File: config.mk
export PLATFORM = sky130hd
export DESIGN_NAME = pwm_pdm_three_channel_drive
export DESIGN_NICKNAME = d
export VERILOG_FILES = /design/src/hw/rtl/pwm3_pkg.sv /design/src/hw/rtl/pwm_pdm_three_channel_drive.sv
export SDC_FILE = /design/constraint.sdc
export NUM_CORES = 1
export LEC_CHECK = 0
export ABC_CLOCK_PERIOD_IN_PS = 6250
export BUFFER_PORTS_ARGS = -buffer_cell sky130_fd_sc_hd__buf_2
export CAP_MARGIN = 20
export CORE_AREA = 5 5 152 96
export DETAILED_ROUTE_END_ITERATION = 8
export DIE_AREA = 0 0 157 101
export PLACE_DENSITY = 0.89
export SETUP_SLACK_MARGIN = 0.4
export SLEW_MARGIN = 20
export SYNTH_ARGS = -nofsm -noshare
export SYNTH_HDL_FRONTEND = slang
export SYNTH_SLANG_ARGS = --single-unit
File: constraint.sdc
create_clock -name clk -period 6.25 [get_ports clk]
set_input_delay 0.625 -clock clk [delete_from_list [all_inputs] [get_ports clk]]
set_output_delay 0.625 -clock clk [all_outputs]
set_load 0.005 [all_outputs]
File: src/hw/rtl/pwm3_pkg.sv
// Shared types, constants and a helper function for the three-channel PWM/PDM drive.
`timescale 1ns / 1ps

package pwm3_pkg;

	localparam int unsigned MODE_COUNT    = 4;
	localparam int unsigned MODE_W        = 2;
	localparam int unsigned WORD_W        = 22;
	localparam int unsigned DUTY_W        = 7;
	localparam int unsigned SLICE_W       = 7;
	localparam int unsigned SLICES_DEFAULT = 100;

	localparam logic [DUTY_W-1:0] DUTY_FULL = 7'd100;

	localparam logic [WORD_W-1:0] MODE0_RESET = 22'd2103602;
	localparam logic [WORD_W-1:0] MODE1_RESET = 22'd10250;
	localparam logic [WORD_W-1:0] MODE2_RESET = 22'd1360;
	localparam logic [WORD_W-1:0] MODE3_RESET = 22'd2916352;

	localparam logic [MODE_W-1:0] MODE_STEP_DOWN = 2'd3;
	localparam logic [MODE_W-1:0] MODE_STEP_UP   = 2'd1;

	// Field view of one mode register.
	typedef struct packed {
		logic              pwm;
		logic [DUTY_W-1:0] yellow;
		logic [DUTY_W-1:0] green;
		logic [DUTY_W-1:0] red;
	} mode_word_t;

	typedef logic [WORD_W-1:0] word_t;

	// Clamp a raw 7-bit duty to the full-scale value.
	function automatic logic [DUTY_W-1:0] duty_sat(input logic [DUTY_W-1:0] d);
		duty_sat = (d > DUTY_FULL) ? DUTY_FULL : d;
	endfunction

endpackage

File: src/hw/rtl/pwm_pdm_three_channel_drive.sv
// Top level of the three-channel PWM / first-order PDM drive with two-button mode select.
`timescale 1ns / 1ps

// Each request on the input stream is one time slice and produces exactly one result:
// the drive levels of the red, green and yellow channels and the mode that set them.
// The block takes one request per clock cycle while the downstream side keeps up; a request
// is captured in an input stage, and from there the button edge detection, mode latch, duty
// clamp and the PWM compare or PDM accumulate all run in one pass of short logic into the
// output register. A new request is taken whenever the input stage is empty or moving
// on, so one can be taken while a finished result still waits for the downstream side.
// Buttons are active low and are looked at only in slices that carry the sample strobe;
// a falling edge of button A steps the selected mode down, of button B up, both wrapping
// over four modes. The selected mode takes effect only when the slice counter is zero,
// so a PWM period of SLICES slices always completes. The user must write the four mode
// registers through the plain write port only while the block is idle; the block itself
// does not enforce it. Each register holds the three 7-bit duties (values above 100 drive
// as 100) and a flag that picks PWM (set) or PDM (clear).
module pwm_pdm_three_channel_drive #(
	parameter int unsigned SLICES = pwm3_pkg::SLICES_DEFAULT
) (
	input  logic                        clk,
	input  logic                        arst_n,

	input  logic                        s_axis_tvalid,
	output logic                        s_axis_tready,
	// [0] button_a, [1] button_b, [2] sample_now, [7:3] zero
	input  logic [7:0]                  s_axis_tdata,

	output logic                        m_axis_tvalid,
	input  logic                        m_axis_tready,
	// [0] red_on, [1] green_on, [2] yellow_on, [4:3] active_mode_out, [7:5] zero
	output logic [7:0]                  m_axis_tdata,

	input  logic                        cfg_we,
	input  logic [pwm3_pkg::MODE_W-1:0] cfg_index,
	input  logic [pwm3_pkg::WORD_W-1:0] cfg_data
);
	import pwm3_pkg::*;

	// Mode registers.
	word_t mode_q [MODE_COUNT];

	// Input stage.
	logic       valid_s1;
	logic       btn_a_s1, btn_b_s1, sample_s1;

	// Drive state.
	logic [MODE_W-1:0]  sel_mode_q, act_mode_q;
	logic               last_a_q, last_b_q;
	logic [SLICE_W-1:0] slice_q;
	logic [DUTY_W-1:0]  red_acc_q, green_acc_q, yellow_acc_q;

	// Output register.
	logic               out_valid_q;
	logic [4:0]         out_data_q;

	// The input stage moves into the output register whenever that register is free
	// or being emptied in the same cycle.
	logic advance;
	assign advance       = valid_s1 && (!out_valid_q || m_axis_tready);
	assign s_axis_tready = !valid_s1 || advance;

	// Next-state and result logic for the slice held in the input stage.
	logic [MODE_W-1:0]  sel_next, act_next;
	logic               last_a_next, last_b_next;
	mode_word_t         word;
	logic [DUTY_W-1:0]  r_duty, g_duty, y_duty;
	logic [SLICE_W:0]   slice_inc;
	logic [SLICE_W-1:0] slice_next;
	logic [DUTY_W:0]    r_sum, g_sum, y_sum;
	logic               r_hit, g_hit, y_hit;
	logic [DUTY_W-1:0]  r_acc_next, g_acc_next, y_acc_next;
	logic               r_on, g_on, y_on;

	always_comb begin
		sel_next    = sel_mode_q;
		last_a_next = last_a_q;
		last_b_next = last_b_q;
		if (sample_s1) begin
			if (last_a_q && !btn_a_s1) begin
				sel_next = sel_next + MODE_STEP_DOWN;
			end
			if (last_b_q && !btn_b_s1) begin
				sel_next = sel_next + MODE_STEP_UP;
			end
			last_a_next = btn_a_s1;
			last_b_next = btn_b_s1;
		end

		// A new mode only takes over at the start of a period.
		act_next = (slice_q == '0) ? sel_next : act_mode_q;

		word   = mode_word_t'(mode_q[act_next]);
		r_duty = duty_sat(word.red);
		g_duty = duty_sat(word.green);
		y_duty = duty_sat(word.yellow);

		slice_inc = {1'b0, slice_q} + {{SLICE_W{1'b0}}, 1'b1};

		r_sum = {1'b0, red_acc_q}    + {1'b0, r_duty};
		g_sum = {1'b0, green_acc_q}  + {1'b0, g_duty};
		y_sum = {1'b0, yellow_acc_q} + {1'b0, y_duty};
		r_hit = r_sum >= {1'b0, DUTY_FULL};
		g_hit = g_sum >= {1'b0, DUTY_FULL};
		y_hit = y_sum >= {1'b0, DUTY_FULL};

		r_acc_next = red_acc_q;
		g_acc_next = green_acc_q;
		y_acc_next = yellow_acc_q;

		if (word.pwm) begin
			r_on = slice_q < r_duty;
			g_on = slice_q < g_duty;
			y_on = slice_q < y_duty;
			slice_next = (slice_inc >= (SLICE_W+1)'(SLICES)) ? '0 : slice_inc[SLICE_W-1:0];
		end else begin
			r_on = r_hit;
			g_on = g_hit;
			y_on = y_hit;
			r_acc_next = r_hit ? DUTY_W'(r_sum - {1'b0, DUTY_FULL}) : r_sum[DUTY_W-1:0];
			g_acc_next = g_hit ? DUTY_W'(g_sum - {1'b0, DUTY_FULL}) : g_sum[DUTY_W-1:0];
			y_acc_next = y_hit ? DUTY_W'(y_sum - {1'b0, DUTY_FULL}) : y_sum[DUTY_W-1:0];
			slice_next = '0;
		end
	end

	// Mode register writes.
	always_ff @(posedge clk or negedge arst_n) begin
		if (!arst_n) begin
			mode_q[0] <= MODE0_RESET;
			mode_q[1] <= MODE1_RESET;
			mode_q[2] <= MODE2_RESET;
			mode_q[3] <= MODE3_RESET;
		end else if (cfg_we) begin
			mode_q[cfg_index] <= cfg_data;
		end
	end

	// Input stage.
	always_ff @(posedge clk or negedge arst_n) begin
		if (!arst_n) begin
			valid_s1 <= 1'b0;
		end else if (s_axis_tready) begin
			valid_s1 <= s_axis_tvalid;
		end
	end

	always_ff @(posedge clk) begin
		if (s_axis_tvalid && s_axis_tready) begin
			btn_a_s1  <= s_axis_tdata[0];
			btn_b_s1  <= s_axis_tdata[1];
			sample_s1 <= s_axis_tdata[2];
		end
	end

	// Drive state advances once per slice.
	always_ff @(posedge clk or negedge arst_n) begin
		if (!arst_n) begin
			sel_mode_q   <= '0;
			act_mode_q   <= '0;
			last_a_q     <= 1'b1;
			last_b_q     <= 1'b1;
			slice_q      <= '0;
			red_acc_q    <= '0;
			green_acc_q  <= '0;
			yellow_acc_q <= '0;
		end else if (advance) begin
			sel_mode_q   <= sel_next;
			act_mode_q   <= act_next;
			last_a_q     <= last_a_next;
			last_b_q     <= last_b_next;
			slice_q      <= slice_next;
			red_acc_q    <= r_acc_next;
			green_acc_q  <= g_acc_next;
			yellow_acc_q <= y_acc_next;
		end
	end

	// Output register.
	always_ff @(posedge clk or negedge arst_n) begin
		if (!arst_n) begin
			out_valid_q <= 1'b0;
		end else if (advance) begin
			out_valid_q <= 1'b1;
		end else if (m_axis_tready) begin
			out_valid_q <= 1'b0;
		end
	end

	always_ff @(posedge clk) begin
		if (advance) begin
			out_data_q <= {act_next, y_on, g_on, r_on};
		end
	end

	assign m_axis_tvalid = out_valid_q;
	assign m_axis_tdata  = {3'b000, out_data_q};

	// The slice counter always stays inside one PWM period.
	assert property (@(posedge clk) disable iff (!arst_n)
		slice_q < (SLICE_W)'(SLICES))
		else $error("slice counter left the PWM period");

	// PDM accumulators stay below full scale.
	assert property (@(posedge clk) disable iff (!arst_n)
		(red_acc_q < DUTY_FULL) && (green_acc_q < DUTY_FULL) && (yellow_acc_q < DUTY_FULL))
		else $error("PDM accumulator reached full scale");

	// The active mode only changes at the start of a period.
	assert property (@(posedge clk) disable iff (!arst_n)
		!(advance && (slice_q == '0)) |=> $stable(act_mode_q))
		else $error("active mode changed mid-period");

	// A slice held in the input stage is never dropped.
	assert property (@(posedge clk) disable iff (!arst_n)
		(valid_s1 && !advance) |=> valid_s1)
		else $error("input stage lost a slice");

endmodule
* Yosys cells after proc, flatten, opt, wreduce, memory -nomap -nowiden
Index checks and enable logic that the tools add are counted.
** Storage, ports and cells
- Flip-flop bits (word level) :: 132
- Input bits :: 37
- Output and inout port bits :: 10
- Word-level logic and storage cells :: 82
** Operators by class
- Muxes and demuxes :: 24
- $add $sub $neg :: 9
- Bitwise logic cells :: 3
- Reduce and logical (&&, ||, !) cells :: 15
- Magnitude comparators :: 13
** Operator list (number)
- bitwise mux 88 bit :: 1
- 2-to-1 mux 22 bit :: 3
- 2-to-1 mux 7 bit :: 8
- binary-select mux 22 bit (select 2 bit) :: 1
- demux 22 bit (select 2 bit) :: 1
- greater-or-equal comparator 8 x 7 -> 1 bit (second input constant) :: 4
- adder 7 x 7 -> 8 bit :: 3
- greater-than comparator 7 bit (second input constant) :: 3
- less-than comparator 7 bit :: 3
- subtractor 7 bit (second input constant) :: 3
- 2-to-1 mux 2 bit :: 5
- adder 7 x 1 -> 8 bit (second input constant) :: 1
- logical NOT 7 bit :: 1
- greater-or-equal comparator 3 bit (second input constant) :: 2
- inverter 2 -> 3 bit :: 2
- logical AND 1 bit :: 5
- 2-to-1 mux 1 bit :: 5
- logical NOT 1 bit :: 4
- AND reduction 2 bit :: 2
- less-than comparator 3 x 1 -> 1 bit (second input constant) :: 1
- adder 2 x 1 -> 2 bit (second input constant) :: 1
- adder 2 bit (second input constant) :: 1
- logical OR 1 bit :: 2
- nonzero test 2 bit :: 1
- inverter 1 bit :: 1

* Longest topological paths before layout
- Word-level depth :: 17
- Gate-level depth with buffers :: 27
- Mapped depth without buffers :: 25

* Least setup slack after synthesis
OpenSTA, ideal clock, no wires.
- Kind :: register to register
- Start :: reg slice_q[3]
- End :: reg out_data_q[2], data pin
- Library setup time :: 0.256 ns
- Arrival :: 4.901 ns
- Path buffers :: 0
- Period minus slack after synthesis :: 5.157 ns
- Stages on the path, launching flop included :: 22
- Slack :: 1.093 ns
- Required time :: 5.994 ns
- Cell sequence :: dfrtp_1 > or3_1 > nor4b_2 > a21bo_2 > o22ai_4 > inv_4 > mux4_2 > or3_1 > nor2b_4 > or2_1 > ha_1 > a21oi_1 > xnor2_1 > inv_1 > ha_1 > nand2_1 > nand2_1 > nor2_1 > o31ai_1 > a211oi_1 > nor2_1 > a31o_2
** Between the ends
- Longest elaborated chain between the ends :: 11
- Elaborated cells between the ends (all ways) :: 12
- Classes of those cells :: add/sub: 1; order compare: 3; mux: 6; bitwise: 1; reduce/logical: 1
** Ends and longest elaborated chain
- from (decl) :: line pwm_pdm_three_channel_drive.sv:50 : logic [SLICE_W-1:0] slice_q;
- from (signal assigned) :: line pwm_pdm_three_channel_drive.sv:172 : slice_q <= slice_next;
- logical NOT 7 bit :: line pwm_pdm_three_channel_drive.sv:91 : act_next = (slice_q == '0) ? sel_next : act_mode_q;
- 2-to-1 mux 2 bit :: line pwm_pdm_three_channel_drive.sv:91
- inverter 2 -> 3 bit (not written as such) :: line pwm_pdm_three_channel_drive.sv:93 : word = mode_word_t'(mode_q[act_next]);
- binary-select mux 22 bit (select 2 bit) :: line pwm_pdm_three_channel_drive.sv:93
- 2-to-1 mux 22 bit (not written as such) (2 in series) :: line pwm_pdm_three_channel_drive.sv:93
- greater-than comparator 7 bit :: line pwm3_pkg.sv:35 : duty_sat = (d > DUTY_FULL) ? DUTY_FULL : d;
- 2-to-1 mux 7 bit :: line pwm3_pkg.sv:35
- adder 7 x 7 -> 8 bit :: line pwm_pdm_three_channel_drive.sv:102 : y_sum = {1'b0, yellow_acc_q} + {1'b0, y_duty};
- greater-or-equal comparator 8 x 7 -> 1 bit :: line pwm_pdm_three_channel_drive.sv:105 : y_hit = y_sum >= {1'b0, DUTY_FULL};
- 2-to-1 mux 1 bit * :: line pwm_pdm_three_channel_drive.sv:111 : if (word.pwm) begin
- net y_on :: line pwm_pdm_three_channel_drive.sv:73 : logic r_on, g_on, y_on;
- to (signal assigned) :: line pwm_pdm_three_channel_drive.sv:192 : out_data_q <= {act_next, y_on, g_on, r_on};
- to (decl) :: line pwm_pdm_three_channel_drive.sv:55 : logic [4:0] out_data_q;
The timed path passes the listed nets; every way through them passes the cells marked *. The select of a mux whose other input is x is not followed.
A chain may end at the register's enable or synchronous reset.

* Worst setup path after layout
- Start :: reg slice_q[2]
- End :: reg out_data_q[1], data pin
** Between the ends
- Longest elaborated chain between the ends :: 11
- Elaborated cells between the ends (all ways) :: 12
- Classes of those cells :: add/sub: 1; order compare: 3; mux: 6; bitwise: 1; reduce/logical: 1
** Ends and longest elaborated chain
- logical NOT 7 bit :: line pwm_pdm_three_channel_drive.sv:91
- 2-to-1 mux 2 bit :: line pwm_pdm_three_channel_drive.sv:91
- inverter 2 -> 3 bit (not written as such) :: line pwm_pdm_three_channel_drive.sv:93
- binary-select mux 22 bit (select 2 bit) :: line pwm_pdm_three_channel_drive.sv:93
- 2-to-1 mux 22 bit (not written as such) (2 in series) :: line pwm_pdm_three_channel_drive.sv:93
- greater-than comparator 7 bit :: line pwm3_pkg.sv:35
- 2-to-1 mux 7 bit :: line pwm3_pkg.sv:35
- adder 7 x 7 -> 8 bit :: line pwm_pdm_three_channel_drive.sv:101 : g_sum = {1'b0, green_acc_q} + {1'b0, g_duty};
- greater-or-equal comparator 8 x 7 -> 1 bit :: line pwm_pdm_three_channel_drive.sv:104 : g_hit = g_sum >= {1'b0, DUTY_FULL};
- 2-to-1 mux 1 bit * :: line pwm_pdm_three_channel_drive.sv:111
- net g_on :: line pwm_pdm_three_channel_drive.sv:73
Marks and branches as above.

==> impl_metrics.csv <==
group,metric,value,unit
timing,worst_slew_pin_slew,938.4,ps
synthesis,synth_ff_type,"dfrtp_1",
setup_path,critPathMaxFanout,13,
clock_network,htree_levels,4,
flow_run,max_cap_violations,0,
clock_network,numClockSinks,132,
die,fp.dieArea,15860,sq um
drt,antenna_left,0,
timing,setup_viol_count_final,0,
setup_path,reg2reg_depth,22,
synthesis,ys_ff_latch,132,
timing,rsz0062_at_grt,"false",
grt,grt_pass1_vias,5903,
timing,skew,15.29,ps
min_path,hold_class,"input port to asynchronous set/reset pin",
finish,regArea,3371,sq um
setup_path,path_cells,"or3_1 -> nor4b_4 -> buf_4 -> a31o_4 -> clkinvlp_4 -> buf_4 -> nor4_2 -> o32ai_1 -> o211ai_1 -> o21ai_0 -> inv_1 -> ha_1 -> a21o_1 -> a21oi_1 -> xnor2_1 -> inv_1 -> ha_1 -> nand2b_1 -> a21o_1 -> a31o_2 -> inv_1 -> o22ai_1",
grt,grt_pass1_wl,30530,microns
synthesis,synth_compound_area_share,11.16,%
timing,finalCritPeriodShare,88.28,%
placement,dpl.hpwl,12360,microns
die,fp.dieW,157,microns
setup_path,path_delay_family,"compound AO/OA/AOI/OAI gates",
clock_network,ctsHoldBuffers,0,
synthesis,yosys-top-cells-area,"dfrtp_1, mux2_2, ha_1",
finish,area_growth,14.18,%
synthesis,ys_warn_count,0,
synthesis,seq_area_frac_synth,42.99,%
finish,fin_nets,859,
finish,multi_input_comb_area,4262,sq um
setup_path,reg2reg_to,"out_data_q[1]",
timing,worst_hold_slack,227.5,ps
setup_path,worst-r2r-setup-slack,730,ps
setup_path,crit_path_top_delay_cell,"dfrtp_1",
setup_path,worstSetupEndpointType,"flip-flop",
synthesis,synth_top_family_by_area,"multiplexers",
drt,first_pass_iters,5,
synthesis,synthSimpleGateAreaFrac,10.68,%
setup_path,cpMostUsedCell,"inv_1",
finish,diodes,0,
placement,portBuffers,38,
clock_network,cts_tree,"done",
die,fp.coreArea,13170,sq um
grt,grt_overflow,0,
setup_path,path_buf_inv,6,
clock_network,cts-buffers-inserted,17,
clock_network,clkLatencyLatePin,440,ps
setup_path,r2r-start,"slice_q[2]",
timing,setup_tns,0,ps
drt,dr_total_vias,5810,
synthesis,synth.top_cell.area_share,32.89,%
timing,hold_violations,0,
die,row_count,33,
setup_path,crit_required,6490,ps
synthesis,synth_fa_ha_area_share,8.269,%
drt,wl_per_cell,19.25,microns
drt,wirelength,18480,microns
synthesis,netlist_instances,720,
drt,drc,0,
drt,drt_iter0_drc,458,
grt,grt_max_degree,77,
placement,routabilityCongestion,0.9055,
synthesis,ys_async_sr_fraction,93.94,%
synthesis,synth_edf_count,8,
timing,max_slew_margin,37.44,%
grt,grt_usage,24.76,%
timing,min_period,5518,ps
outcome,status,"finished clean",
synthesis,muxShareOfSynthArea,20.72,%
die,initial_core_util,59.50,%
synthesis,synth_area_leader_cell,"dfrtp_1",
setup_path,crit_type,"flip-flop to flip-flop",
setup_path,cpPeakStageDelay,480,ps
setup_path,startpoint_type,"flip-flop",
clock_network,clk_pin_slew,60,ps
grt,antenna_found_initial,0,
timing,final_max_slew_viol_count,0,
drt,vias_per_cell,6.052,
synthesis,yosysUniqueCellTypes,59,
finish,drive_above_1_share,31.08,%
clock_network,clockBufferDepth,2,
die,num_io_pins,47,
timing,fmax,181.2,MHz
die,die_h,101,microns
setup_path,arrival,5760,ps
clock_network,root_buffer,"clkbuf_16",
finish,n_fill_cell,930,
synthesis,syn_avg_cell_area,10.89,sq um
synthesis,syn-cell-area,7838,sq um
synthesis,synth_xor_area_share,2.682,%
-- worst max-delay path by stage --
stage	from	to	slack, ps	cells after the start
3_5_place_dp	last_a_q	yellow_acc_q[6]	580	22
5_1_grt	slice_q[3]	green_acc_q[4]	400	23
3_3_place_gp	last_a_q	yellow_acc_q[6]	660	22
6_report	slice_q[2]	out_data_q[1]	730	22
4_1_cts	last_a_q	yellow_acc_q[6]	540	22
2_1_floorplan	slice_q[3]	out_data_q[2]	1090	21
-- registers in the layout, indices dropped and copies added, names as in the netlist --
register and cells:
slice_q 7, btn_a_s1 1, last_a_q 1, m_axis_tvalid 1, sel_mode_q 2, green_acc_q 7
mode_q 88, btn_b_s1 1, sample_s1 1, act_mode_q 2, last_b_q 1, out_data_q 5
red_acc_q 7, valid_s1 1, yellow_acc_q 7
-- layout by cell type (no fill, tap or decap), types with 7 or more instances in the layout --
master     instances
inv_1             33
nor2b_1            7
buf_2             37
mux2_2           100
dfrtp_1          102
ha_1              47
nand2b_1          11
nor2_1            48
o211ai_1           8
dfstp_2           21
a21oi_1           50
o21ai_0           26
buf_4             19
xnor2_1           18
edfxtp_1           8
mux4_2             7
nand3_1           10
nand2_1           43
nor3_1            11
mux2i_1           30
a21o_1            16
clkbuf_16         17
-- Yosys cell counts (2+ instances only) --
master and n:
clkbuf_1 10, buf_1 7, a21oi_1 51, o21ai_0 26, fa_1 3, or3_1 4
a211oi_1 6, nand2b_1 11, and4_1 3, and3_1 6, dfstp_2 21, mux4_2 7
or2_2 3, nor2b_1 8, o211ai_1 8, xnor2_1 18, xor2_1 6, a21o_1 16
nor4b_1 2, o21a_1 2, mux2_2 100, nand2_1 43, o31ai_1 3, nand3_1 10
o21bai_1 4, dfrtp_1 103, edfxtp_1 8, nor2_1 48, a31o_2 6, o22ai_1 4
and2_1 5, buf_2 4, mux2i_1 34, nand4_1 3, a31oi_1 5, inv_1 34
nor3_1 11, nand3b_1 3, buf_4 5, ha_1 47, nor4_1 4
-- cells by family after synthesis --
group | after synthesis
muxes | 141
xor gates and xnor gates | 24
DFF | 132
AOI/OAI and AO/OA | 140
other | 1
adders and majority gates | 50
and+or+nand+nor | 169
buffers and inverters | 63
-- routing by layer --
metal | GRT usage [%] | wire length (microns) | share of wire (%)
met1 | 34.43 | 8327 | 45
met2 | 38.50 | 8456 | 46
met3 | 6.950 | 1416 | 7.7
met4 | 6.667 | 280 | 1.5
met5 | 0 | 0 | 0
-- per-stage QoR --
step / cell area (sq um) / utilization (%) / setup slack (ps) / instances
5_1_grt: 8949 / 67.94 / 403.5 / 960
3_5_place_dp: 8249 / 62.63 / 577.6 / 924
3_3_place_gp: 8249 / 62.63 / 658.5 / 924
2_1_floorplan: 7845 / - / 1093 / 722
6_report: 8949 / 67.94 / 732.4 / 960
4_1_cts: 8855 / 67.23 / 539.3 / 956
-- cell type report --
cell class              instances  area share [%]
multi-input cells             527           47.62
flip-flops and latches        132           37.67
clock buffers                  18           4.908
repair buffers                 58           3.915
well taps                     175           2.447
clock inverters                14           1.860
inverters                      36           1.580
-- timing repair --
action | in CTS | in global routing
endpoints found under the setup margin | 0 | 11
gates resized for setup | 0 | 14
hold endpoints to repair | 0 | 0
setup buffers | 0 | 3
Power is not shown: default switching activity piles up to over one toggle a cycle in this logic, so the estimate is an artifact.
